$ cat src/srpd_pkg.sv
package srpd_pkg;

    localparam int SymbolBytes = 32;
    localparam int SYM_W       = SymbolBytes * 8;
    localparam int POS_W       = $clog2(SymbolBytes);
    localparam int TAIL_W      = POS_W + 1;
    localparam int RUN_W       = 25;
    localparam int ACC_W       = 24;
    localparam int TOTAL_W     = 64;
    localparam int WORD_W      = 64;
    localparam int QUEUE_DEPTH = 2;
    localparam int QUEUE_PTR_W = $clog2(QUEUE_DEPTH);
    localparam int QUEUE_CNT_W = QUEUE_PTR_W + 1;

    localparam logic [1:0] LEN_NONE  = 2'd0;
    localparam logic [1:0] LEN_ONE   = 2'd1;
    localparam logic [1:0] LEN_TWO   = 2'd2;
    localparam logic [1:0] LEN_THREE = 2'd3;

    localparam logic [RUN_W-1:0] RUN_SINGLE = 25'd1;
    localparam logic [RUN_W-1:0] BIAS_ONE   = 25'd2;
    localparam logic [RUN_W-1:0] BIAS_TWO   = 25'd258;
    localparam logic [RUN_W-1:0] BIAS_THREE = 25'd65794;
    localparam logic [RUN_W-1:0] RUN_MAX    = 25'd16843009;

    typedef logic [SymbolBytes-1:0][7:0] sym_t;

    typedef struct packed {
        logic             clear;
        logic             write_en;
        logic [POS_W-1:0] pos;
        logic [7:0]       data;
        logic             finish;
        logic [RUN_W-1:0] run;
    } cmd_t;

    function automatic logic [RUN_W-1:0] run_of(input logic [1:0] len_code,
                                                 input logic [ACC_W-1:0] acc);
        logic [RUN_W-1:0] run;
        unique case (len_code)
            LEN_NONE:  run = RUN_SINGLE;
            LEN_ONE:   run = RUN_W'(acc) + BIAS_ONE;
            LEN_TWO:   run = RUN_W'(acc) + BIAS_TWO;
            LEN_THREE: run = RUN_W'(acc) + BIAS_THREE;
            default:   run = RUN_SINGLE;
        endcase
        return run;
    endfunction

endpackage

$ cat src/srpd_front.sv
module srpd_front (
    input  logic                  aclk,
    input  logic                  aresetn,
    input  logic                  s_valid,
    output logic                  s_ready,
    input  logic [7:0]            s_stream_byte,
    input  logic                  s_stream_start,
    output logic                  cmd_valid,
    output srpd_pkg::cmd_t        cmd,
    input  logic                  cmd_ready
);

    logic [srpd_pkg::TAIL_W-1:0] tail_reg, tail_next;
    logic [srpd_pkg::POS_W-1:0]  wpos_reg, wpos_next;
    logic [1:0]                  ltot_reg, ltot_next;
    logic [1:0]                  lrem_reg, lrem_next;
    logic [srpd_pkg::ACC_W-1:0]  acc_reg, acc_next;
    logic                        accept;
    logic                        awaiting;
    logic [srpd_pkg::POS_W-1:0]  kept;

    assign s_ready   = cmd_ready;
    assign cmd_valid = s_valid;
    assign accept    = s_valid && cmd_ready;
    assign awaiting  = s_stream_start || (tail_reg == '0 && lrem_reg == '0);
    assign kept      = s_stream_byte[srpd_pkg::POS_W-1:0];

    always_comb begin
        tail_next = tail_reg;
        wpos_next = wpos_reg;
        ltot_next = ltot_reg;
        lrem_next = lrem_reg;
        acc_next  = acc_reg;
        cmd       = '0;
        if (awaiting) begin
            // A start beat always carries an opcode, so the parser restarts here.
            tail_next = srpd_pkg::TAIL_W'(srpd_pkg::SymbolBytes) - {1'b0, kept};
            wpos_next = kept;
            ltot_next = s_stream_byte[6:5];
            lrem_next = s_stream_byte[6:5];
            acc_next  = '0;
            cmd.clear = s_stream_start;
        end else if (tail_reg != '0) begin
            cmd.write_en = 1'b1;
            cmd.pos      = wpos_reg;
            cmd.data     = s_stream_byte;
            wpos_next    = wpos_reg + 1'b1;
            tail_next    = tail_reg - 1'b1;
            cmd.finish   = (tail_reg == srpd_pkg::TAIL_W'(1)) && (lrem_reg == '0);
        end else begin
            acc_next   = {acc_reg[srpd_pkg::ACC_W-9:0], s_stream_byte};
            lrem_next  = lrem_reg - 1'b1;
            cmd.finish = (lrem_reg == 2'd1);
        end
        if (cmd.finish) begin
            cmd.run   = srpd_pkg::run_of(ltot_reg, acc_next);
            ltot_next = '0;
            acc_next  = '0;
        end
    end

    always_ff @(posedge aclk) begin
        if (!aresetn) begin
            tail_reg <= '0;
            wpos_reg <= '0;
            ltot_reg <= '0;
            lrem_reg <= '0;
            acc_reg  <= '0;
        end else if (accept) begin
            tail_reg <= tail_next;
            wpos_reg <= wpos_next;
            ltot_reg <= ltot_next;
            lrem_reg <= lrem_next;
            acc_reg  <= acc_next;
        end
    end

endmodule

$ cat src/srpd_queue.sv
module srpd_queue (
    input  logic           aclk,
    input  logic           aresetn,
    input  logic           in_valid,
    output logic           in_ready,
    input  srpd_pkg::cmd_t in_cmd,
    output logic           out_valid,
    input  logic           out_ready,
    output srpd_pkg::cmd_t out_cmd
);

    srpd_pkg::cmd_t                   entry_reg [srpd_pkg::QUEUE_DEPTH];
    logic [srpd_pkg::QUEUE_PTR_W-1:0] wptr_reg;
    logic [srpd_pkg::QUEUE_PTR_W-1:0] rptr_reg;
    logic [srpd_pkg::QUEUE_CNT_W-1:0] count_reg, count_next;
    logic                             push;
    logic                             pop;

    assign in_ready  = (count_reg != srpd_pkg::QUEUE_CNT_W'(srpd_pkg::QUEUE_DEPTH));
    assign out_valid = (count_reg != '0);
    assign out_cmd   = entry_reg[rptr_reg];
    assign push      = in_valid && in_ready;
    assign pop       = out_valid && out_ready;

    always_comb begin
        count_next = count_reg;
        if (push && !pop) begin
            count_next = count_reg + 1'b1;
        end else if (pop && !push) begin
            count_next = count_reg - 1'b1;
        end
    end

    always_ff @(posedge aclk) begin
        if (push) begin
            entry_reg[wptr_reg] <= in_cmd;
        end
    end

    always_ff @(posedge aclk) begin
        if (!aresetn) begin
            wptr_reg  <= '0;
            rptr_reg  <= '0;
            count_reg <= '0;
        end else begin
            if (push) begin
                wptr_reg <= wptr_reg + 1'b1;
            end
            if (pop) begin
                rptr_reg <= rptr_reg + 1'b1;
            end
            count_reg <= count_next;
        end
    end

endmodule

$ cat src/srpd_back.sv
module srpd_back (
    input  logic                           aclk,
    input  logic                           aresetn,
    input  logic                           cmd_valid,
    output logic                           cmd_ready,
    input  srpd_pkg::cmd_t                 cmd,
    output logic                           m_valid,
    input  logic                           m_ready,
    output logic [srpd_pkg::WORD_W-1:0]    m_start_word0,
    output logic [srpd_pkg::WORD_W-1:0]    m_start_word1,
    output logic [srpd_pkg::WORD_W-1:0]    m_start_word2,
    output logic [srpd_pkg::WORD_W-1:0]    m_start_word3,
    output logic [srpd_pkg::RUN_W-1:0]     m_run_length,
    output logic [srpd_pkg::TOTAL_W-1:0]   m_symbols_so_far
);

    srpd_pkg::sym_t                sym_reg, sym_next;
    srpd_pkg::sym_t                merged;
    logic [srpd_pkg::TOTAL_W-1:0]  total_reg, total_next;
    logic                          m_valid_reg, m_valid_next;
    srpd_pkg::sym_t                out_sym_reg;
    logic [srpd_pkg::RUN_W-1:0]    out_run_reg;
    logic [srpd_pkg::TOTAL_W-1:0]  out_total_reg;
    logic                          slot_free;
    logic                          pop;
    logic                          emit;

    assign slot_free = !m_valid_reg || m_ready;
    assign cmd_ready = !cmd.finish || slot_free;
    assign pop       = cmd_valid && cmd_ready;
    assign emit      = pop && !cmd.clear && cmd.finish;

    always_comb begin
        merged = sym_reg;
        // Byte 0 of the symbol sits in the top element of the packed array.
        if (cmd.write_en) begin
            merged[~cmd.pos] = cmd.data;
        end
    end

    always_comb begin
        sym_next   = sym_reg;
        total_next = total_reg;
        if (pop) begin
            if (cmd.clear) begin
                sym_next   = '0;
                total_next = '0;
            end else if (cmd.finish) begin
                sym_next   = srpd_pkg::sym_t'(srpd_pkg::SYM_W'(merged)
                                              + srpd_pkg::SYM_W'(cmd.run));
                total_next = total_reg + srpd_pkg::TOTAL_W'(cmd.run);
            end else begin
                sym_next = merged;
            end
        end
    end

    assign m_valid_next = (m_valid_reg && !m_ready) || emit;

    always_ff @(posedge aclk) begin
        if (!aresetn) begin
            sym_reg     <= '0;
            total_reg   <= '0;
            m_valid_reg <= 1'b0;
        end else begin
            sym_reg     <= sym_next;
            total_reg   <= total_next;
            m_valid_reg <= m_valid_next;
        end
    end

    always_ff @(posedge aclk) begin
        if (emit) begin
            out_sym_reg   <= merged;
            out_run_reg   <= cmd.run;
            out_total_reg <= total_next;
        end
    end

    assign m_valid          = m_valid_reg;
    assign m_start_word0    = out_sym_reg[31:24];
    assign m_start_word1    = out_sym_reg[23:16];
    assign m_start_word2    = out_sym_reg[15:8];
    assign m_start_word3    = out_sym_reg[7:0];
    assign m_run_length     = out_run_reg;
    assign m_symbols_so_far = out_total_reg;

endmodule

$ cat src/symbol_run_prefix_decoder_unit.sv
// Decodes a stream of run records into runs of 256-bit symbols.
// The input channel takes one byte per beat with a stream start flag; a start
// beat clears the running symbol, the parser and the symbol total, and the byte
// that comes with it is read as an opcode. The result channel gives one beat
// per completed record: the start symbol as four big-endian 64-bit words, the
// run length and the total of run lengths since the stream start.
// Throughput is one input beat per cycle while the command queue has room,
// and an input beat is never held up by record parsing. The beat that
// completes a record reaches the result channel through the command queue and
// the output register: the parser is combinational and writes the queue at the
// accepting edge, and the symbol unit, whose path holds the 256-bit addition
// of the run length, then loads the output register.
// When the receiver stalls, the result waits in the output register, the
// symbol unit stops at the next completing record, and the two-entry queue
// fills, after which s_ready falls until a result beat is taken.
// Reset is synchronous and active low; after it the symbol and the total are
// zero, the parser awaits an opcode and no result is pending.
module symbol_run_prefix_decoder_unit (
    input  logic                           aclk,
    input  logic                           aresetn,
    input  logic                           s_valid,
    output logic                           s_ready,
    input  logic [7:0]                     s_stream_byte,
    input  logic                           s_stream_start,
    output logic                           m_valid,
    input  logic                           m_ready,
    output logic [srpd_pkg::WORD_W-1:0]    m_start_word0,
    output logic [srpd_pkg::WORD_W-1:0]    m_start_word1,
    output logic [srpd_pkg::WORD_W-1:0]    m_start_word2,
    output logic [srpd_pkg::WORD_W-1:0]    m_start_word3,
    output logic [srpd_pkg::RUN_W-1:0]     m_run_length,
    output logic [srpd_pkg::TOTAL_W-1:0]   m_symbols_so_far
);

    logic           front_valid;
    logic           front_ready;
    srpd_pkg::cmd_t front_cmd;
    logic           back_valid;
    logic           back_ready;
    srpd_pkg::cmd_t back_cmd;

    srpd_front u_front (
        .aclk           (aclk),
        .aresetn        (aresetn),
        .s_valid        (s_valid),
        .s_ready        (s_ready),
        .s_stream_byte  (s_stream_byte),
        .s_stream_start (s_stream_start),
        .cmd_valid      (front_valid),
        .cmd            (front_cmd),
        .cmd_ready      (front_ready)
    );

    srpd_queue u_queue (
        .aclk      (aclk),
        .aresetn   (aresetn),
        .in_valid  (front_valid),
        .in_ready  (front_ready),
        .in_cmd    (front_cmd),
        .out_valid (back_valid),
        .out_ready (back_ready),
        .out_cmd   (back_cmd)
    );

    srpd_back u_back (
        .aclk             (aclk),
        .aresetn          (aresetn),
        .cmd_valid        (back_valid),
        .cmd_ready        (back_ready),
        .cmd              (back_cmd),
        .m_valid          (m_valid),
        .m_ready          (m_ready),
        .m_start_word0    (m_start_word0),
        .m_start_word1    (m_start_word1),
        .m_start_word2    (m_start_word2),
        .m_start_word3    (m_start_word3),
        .m_run_length     (m_run_length),
        .m_symbols_so_far (m_symbols_so_far)
    );

endmodule

$ cat config.mk
export PLATFORM = sky130hd
export DESIGN_NAME = symbol_run_prefix_decoder_unit
export DESIGN_NICKNAME = d
export VERILOG_FILES = /design/src/srpd_pkg.sv /design/src/srpd_front.sv /design/src/srpd_queue.sv /design/src/srpd_back.sv /design/src/symbol_run_prefix_decoder_unit.sv
export SDC_FILE = /design/constraint.sdc
export NUM_CORES = 2
export LEC_CHECK = 0
export ABC_AREA = 1
export BUFFER_PORTS_ARGS = -buffer_cell sky130_fd_sc_hd__clkbuf_2
export CAP_MARGIN = 20
export CORE_ASPECT_RATIO = 2
export CORE_UTILIZATION = 28
export DETAILED_ROUTE_END_ITERATION = 16
export PLACE_DENSITY = 0.47
export SETUP_SLACK_MARGIN = 0.02
export SYNTH_ARGS = -nofsm -noshare
export SYNTH_HDL_FRONTEND = slang
export SYNTH_SLANG_ARGS = --single-unit
$ cat constraint.sdc
create_clock -name aclk -period 16.55 [get_ports aclk]
set_input_delay 0 -clock aclk [delete_from_list [all_inputs] [get_ports aclk]]
set_output_delay 0 -clock aclk [all_outputs]
set_load 0.05 [all_outputs]
### After elaboration in Yosys (flattened, before gate mapping)

Memory sizes are Yosys's and may differ from the RTL's. A register that Yosys moved wholly into a read port is not among the register bits.
Index checks and enable logic that the tools add are counted.

| word-level totals | value |
|---|---|
| logic and storage cells | 163 |
| flip-flop bits (word level) | 709 |
| memories kept | 1 |
| memory bits (writable) | 82 |

| operators by class | value |
|---|---|
| muxes and demuxes | 32 |
| bitwise operators | 1 |
| $add $sub $neg | 13 |
| reductions and logical operators | 31 |
| magnitude comparators | 2 |
| equality and inequality tests | 7 |

Memories:

| memory | depth | width | read ports | clocked after Yosys merged registers in | wr ports | line | source |
|---|---|---|---|---|---|---|---|
| u_queue.entry_reg | 2 | 41 | 1 | 1 | 1 | srpd_queue.sv:12 | `srpd_pkg::cmd_t entry_reg [srpd_pkg::QUEUE_DEPTH];` |

Operator list:

| kind | number |
|---|---|
| 2-to-1 mux 256 bit | 3 |
| adder 256 x 25 -> 256 bit | 1 |
| bitwise mux 256 bit | 1 |
| 2-to-1 mux 64 bit | 3 |
| one-hot mux 25 bit (4 select lines) | 1 |
| 2-to-1 mux 24 bit | 3 |
| adder 64 x 25 -> 64 bit | 1 |
| demux 8 bit (select 5 bit) | 1 |
| adder 24 x 17 -> 25 bit, second input constant | 1 |
| adder 24 x 2 -> 25 bit, second input constant | 1 |
| adder 24 x 9 -> 25 bit, second input constant | 1 |
| 2-to-1 mux 25 bit | 1 |
| 2-to-1 mux 15 bit | 1 |
| 2-to-1 mux 14 bit | 1 |
| 2-to-1 mux 2 bit | 6 |
| 2-to-1 mux 6 bit | 2 |
| logical AND 1 bit | 10 |
| 2-to-1 mux 5 bit | 2 |
| 2-to-1 mux 8 bit | 1 |
| nonzero test 2 bit | 4 |
| == test 6 x 1 -> 1 bit, second input constant | 1 |
| zero test 1 bit | 6 |
| zero test 6 bit | 1 |
| < comparator 5 x 6 -> 1 bit, second input constant | 1 |
| 17 further kinds | 32 |

### Logic depth before layout (Yosys ltp)

| depth | value |
|---|---|
| depth after elaboration | 10 |
| mapped depth | 32 |
| mapped depth without buffers | 28 |

### Hierarchy

Synthesis repeated with hierarchy kept, for this count alone.

| unflattened totals | value |
|---|---|
| cell total of the unflattened synthesis | 7328 |
| area, all modules | 49990.4 sq um |

By module, submodules not included:

| module | cells each | times used | area an instance (sq um) |
|---|---|---|---|
| srpd_back | 6579 | 1 | 43216.4 |
| srpd_queue | 165 | 1 | 3405.8 |
| srpd_front | 584 | 1 | 3368.2 |

### Least setup slack after synthesis

OpenSTA, ideal clock, no wires.

| timing | value |
|---|---|
| kind | register to register |
| from | register (tool-made name) |
| to | register u_back.total_reg[3] (netlist name) |
| stages on the path, launching flop included | 14 |
| path slack | 4174 ps |
| data arrival time | 12271 ps |
| required time | 16445 ps |
| cell sequence | dfxtp_1 -> buf_6 -> buf_6 -> buf_6 -> buf_2 -> nand2_1 -> nand2_1 -> clkbuf_1 -> nand2_1 -> inv_1 -> clkbuf_1 -> clkbuf_1 -> nand2_1 -> a21oi_1 |

RTL lines:

| element | line | source |
|---|---|---|
| to (signal assigned) | srpd_back.sv:67 | `total_reg <= total_next;` |
| to (decl) | srpd_back.sv:19 | `logic [srpd_pkg::TOTAL_W-1:0] total_reg, total_next;` |

==> results_dict.tcl <==
set metrics [dict create \
    status "completed" \
    largest_reg_flops 256 \
    async_reset_ff_share_pct 0 \
    gp_congestion 1.06 \
    viasPerCell 5.41 \
    antenna_left 0 \
    pwr_density_cell_nw_per_um2 140 \
    place_ws_ps 9470 \
    ys_types 54 \
    io_buffers 359 \
    period_share_pct 43.4 \
    yosysMostFrequentCell "nand2_1" \
    num_vias 50894 \
    synth_area_leaders "edfxtp_1, nand2_1, dfxtp_1" \
    globalRoute.totalOverflow 0 \
    hold_path.class "in2reg" \
    core_area_um2 167000 \
    finalSetupTns_ps 0 \
    critPathRequiredTime_ps 17200 \
    grt_usage_pct 34.3 \
    die_h_um 582 \
    h-tree-depth 3 \
    cts_buffer_depth 3 \
    first_pass_iters 8 \
    antenna_found_initial 11 \
    synth_edf_count 427 \
    grt_pass1_vias 49153 \
    max_freq_mhz 139 \
    cts_buffers 81 \
    synth_sequential_area_ratio_pct 42.8 \
    crit_path_start_kind "flop" \
    fin_skew_ps 42.6 \
    setup.worst_path.class "reg2reg" \
    yosys_warnings 0 \
    min_delay_path_depth 4 \
    ios 360 \
    clock-sinks 792 \
    crit_arrival_ps 7830 \
    yosys.area.top_type "edfxtp_1" \
    max-cap-violations 0 \
    fin_ws_ps 9370 \
    grt_pass1_wl_um 401000 \
    maxSlewViolCount 0 \
    clock_latency_ps 730 \
    clkTransAtPathRegs_ps 70 \
    yosysTopAreaCellShare_pct 27.2 \
    relSlewSlack_pct 11.4 \
    fillCellCount 18417 \
    drc 0 \
    layout_min_cycle_time_ps 7180 \
    finish.net_count 7275 \
    cp_max_fo 36 \
    worstMarginPinSlew_ps 1310 \
    initial_core_util_pct 28.2 \
    ys.flop_type "edfxtp_1" \
    syn_nets 6928 \
    wl_um 298000 \
    r2r_cells 27 \
    grt_max_degree 122 \
    p_leak_uw 0.0203 \
    ys_seq_elements 792 \
    avgRoutedWirePerCell_um 31.6 \
    die_w_um 292 \
    netlist_area_um2 47100 \
    grt_setup_unrepaired "false" \
    clockRootBuffer "clkbuf_16" \
    cts_setup_buffers 0 \
    drt-initial-drc-count 4842 \
    area_growth_pct 15.8 \
    finalHoldViolCount 0 \
    die_area_um2 170000 \
    synth_commonest_cells "nand2_1, nor2_1, nand3_1" \
    post-dp-hpwl_um 231000 \
    end_kind "flop" \
    peakVddDrop_mv 0.136 \
    final-setup-viol-count 0 \
    rows 212 \
    multiInputGateArea_um2 23800 \
    avgSynthCellArea_um2 6.87 \
    cts_tree "done" \
    drive_gt1_share_pct 10.8 \
    synthCells 6853 \
    regArea_um2 20100 \
]
power by group:
group          internal [uW]  total (uW)  switching, uW
Clock                   1090        2050            962
Sequential              2400        2520            111
Combinational            486        3040           2560
Total                   3980        7610           3630
cell type report:
class / instances / share of cell area (%)
Inverter: 606 / 4.22
Antenna cell: 5 / 0.0230
Multi-Input combinational cell: 5243 / 43.6
Clock inverter: 57 / 1.08
Tap cell: 2140 / 4.91
Clock buffer: 95 / 4.10
Timing Repair Buffer: 476 / 5.10
Sequential cell: 792 / 36.9
critical path: stages, from the launching register on:
cell     delay, ps
dfxtp_2        440
inv_8          240
nand2_1        130
nand2_4        130
inv_2           90
nor2_4         100
buf_4          610
nand2_1        580
o21ai_0        770
fa_1           350
nand2_1         80
nand2_1         70
o21ai_0        200
o21ai_0        780
nand2_1        100
nand2_1        140
nand2_1         70
nand2_1        150
nand3_1         90
nand2_1        170
nand2_1        130
nor2_2         330
nand2_1        410
nor2_2         530
nand2_1        110
nand2_1         80
nand3_1         70
a21oi_1        130
final timing paths:
check | from | end | slack (ps)
worst max-delay path | flop | u_back.sym_reg[154] | 9370
worst max register to register | flop | u_back.sym_reg[154] | 9370
worst min register to register | u_queue.rptr_reg | flop | 460
worst min-delay path | aresetn | u_back.sym_reg[8] | 40
cells in the final DEF (no fill, tap or decap), drive strengths merged, types with 105 or more instances in the layout:
cell and n:
nand3 621, nand4 139, a21oi 432, clkbuf 454
buf 105, nor2 1022, inv 621, edfxtp 427
nand2 2358, o21ai 280, dfxtp 365
through the flow:
| step | power, uW | instance area (um2) | util (%) | hold slack, ps | cells |
|---|---|---|---|---|---|
| after floorplan | 4430 | 47100 | - | 138 | 6853 |
| after global placement | 5550 | 51400 | 30.8 | 296 | 9237 |
| after detailed placement | 5560 | 51500 | 30.8 | 310 | 9240 |
| after CTS | 7620 | 54400 | 32.6 | 13.7 | 9404 |
| after global routing | 7840 | 54500 | 32.7 | 16.1 | 9410 |
| final | 7610 | 54500 | 32.7 | 43.5 | 9414 |
cell families after synthesis:
kind of cell,after synthesis,synth area share (%)
fa+ha+maj,62,1.68
buf+inv,818,6.92
flops,792,42.8
xor+xnor,41,0.763
compound gates,847,9.81
simple gates,4293,38.1
routing by layer:
| metal | part of all wire, % | GRT usage, % |
|---|---|---|
| met2 | 49 | 59.5 |
| met5 | 0.0064 | 0 |
| met3 | 6.4 | 6.36 |
| met1 | 32 | 33.0 |
| met4 | 13 | 36.2 |
timing repair:
item,CTS,global route
endpoints found under the hold margin,58,0
resized for setup,0,0
hold buffers,12,0
Power figures use the tool's default switching activity.
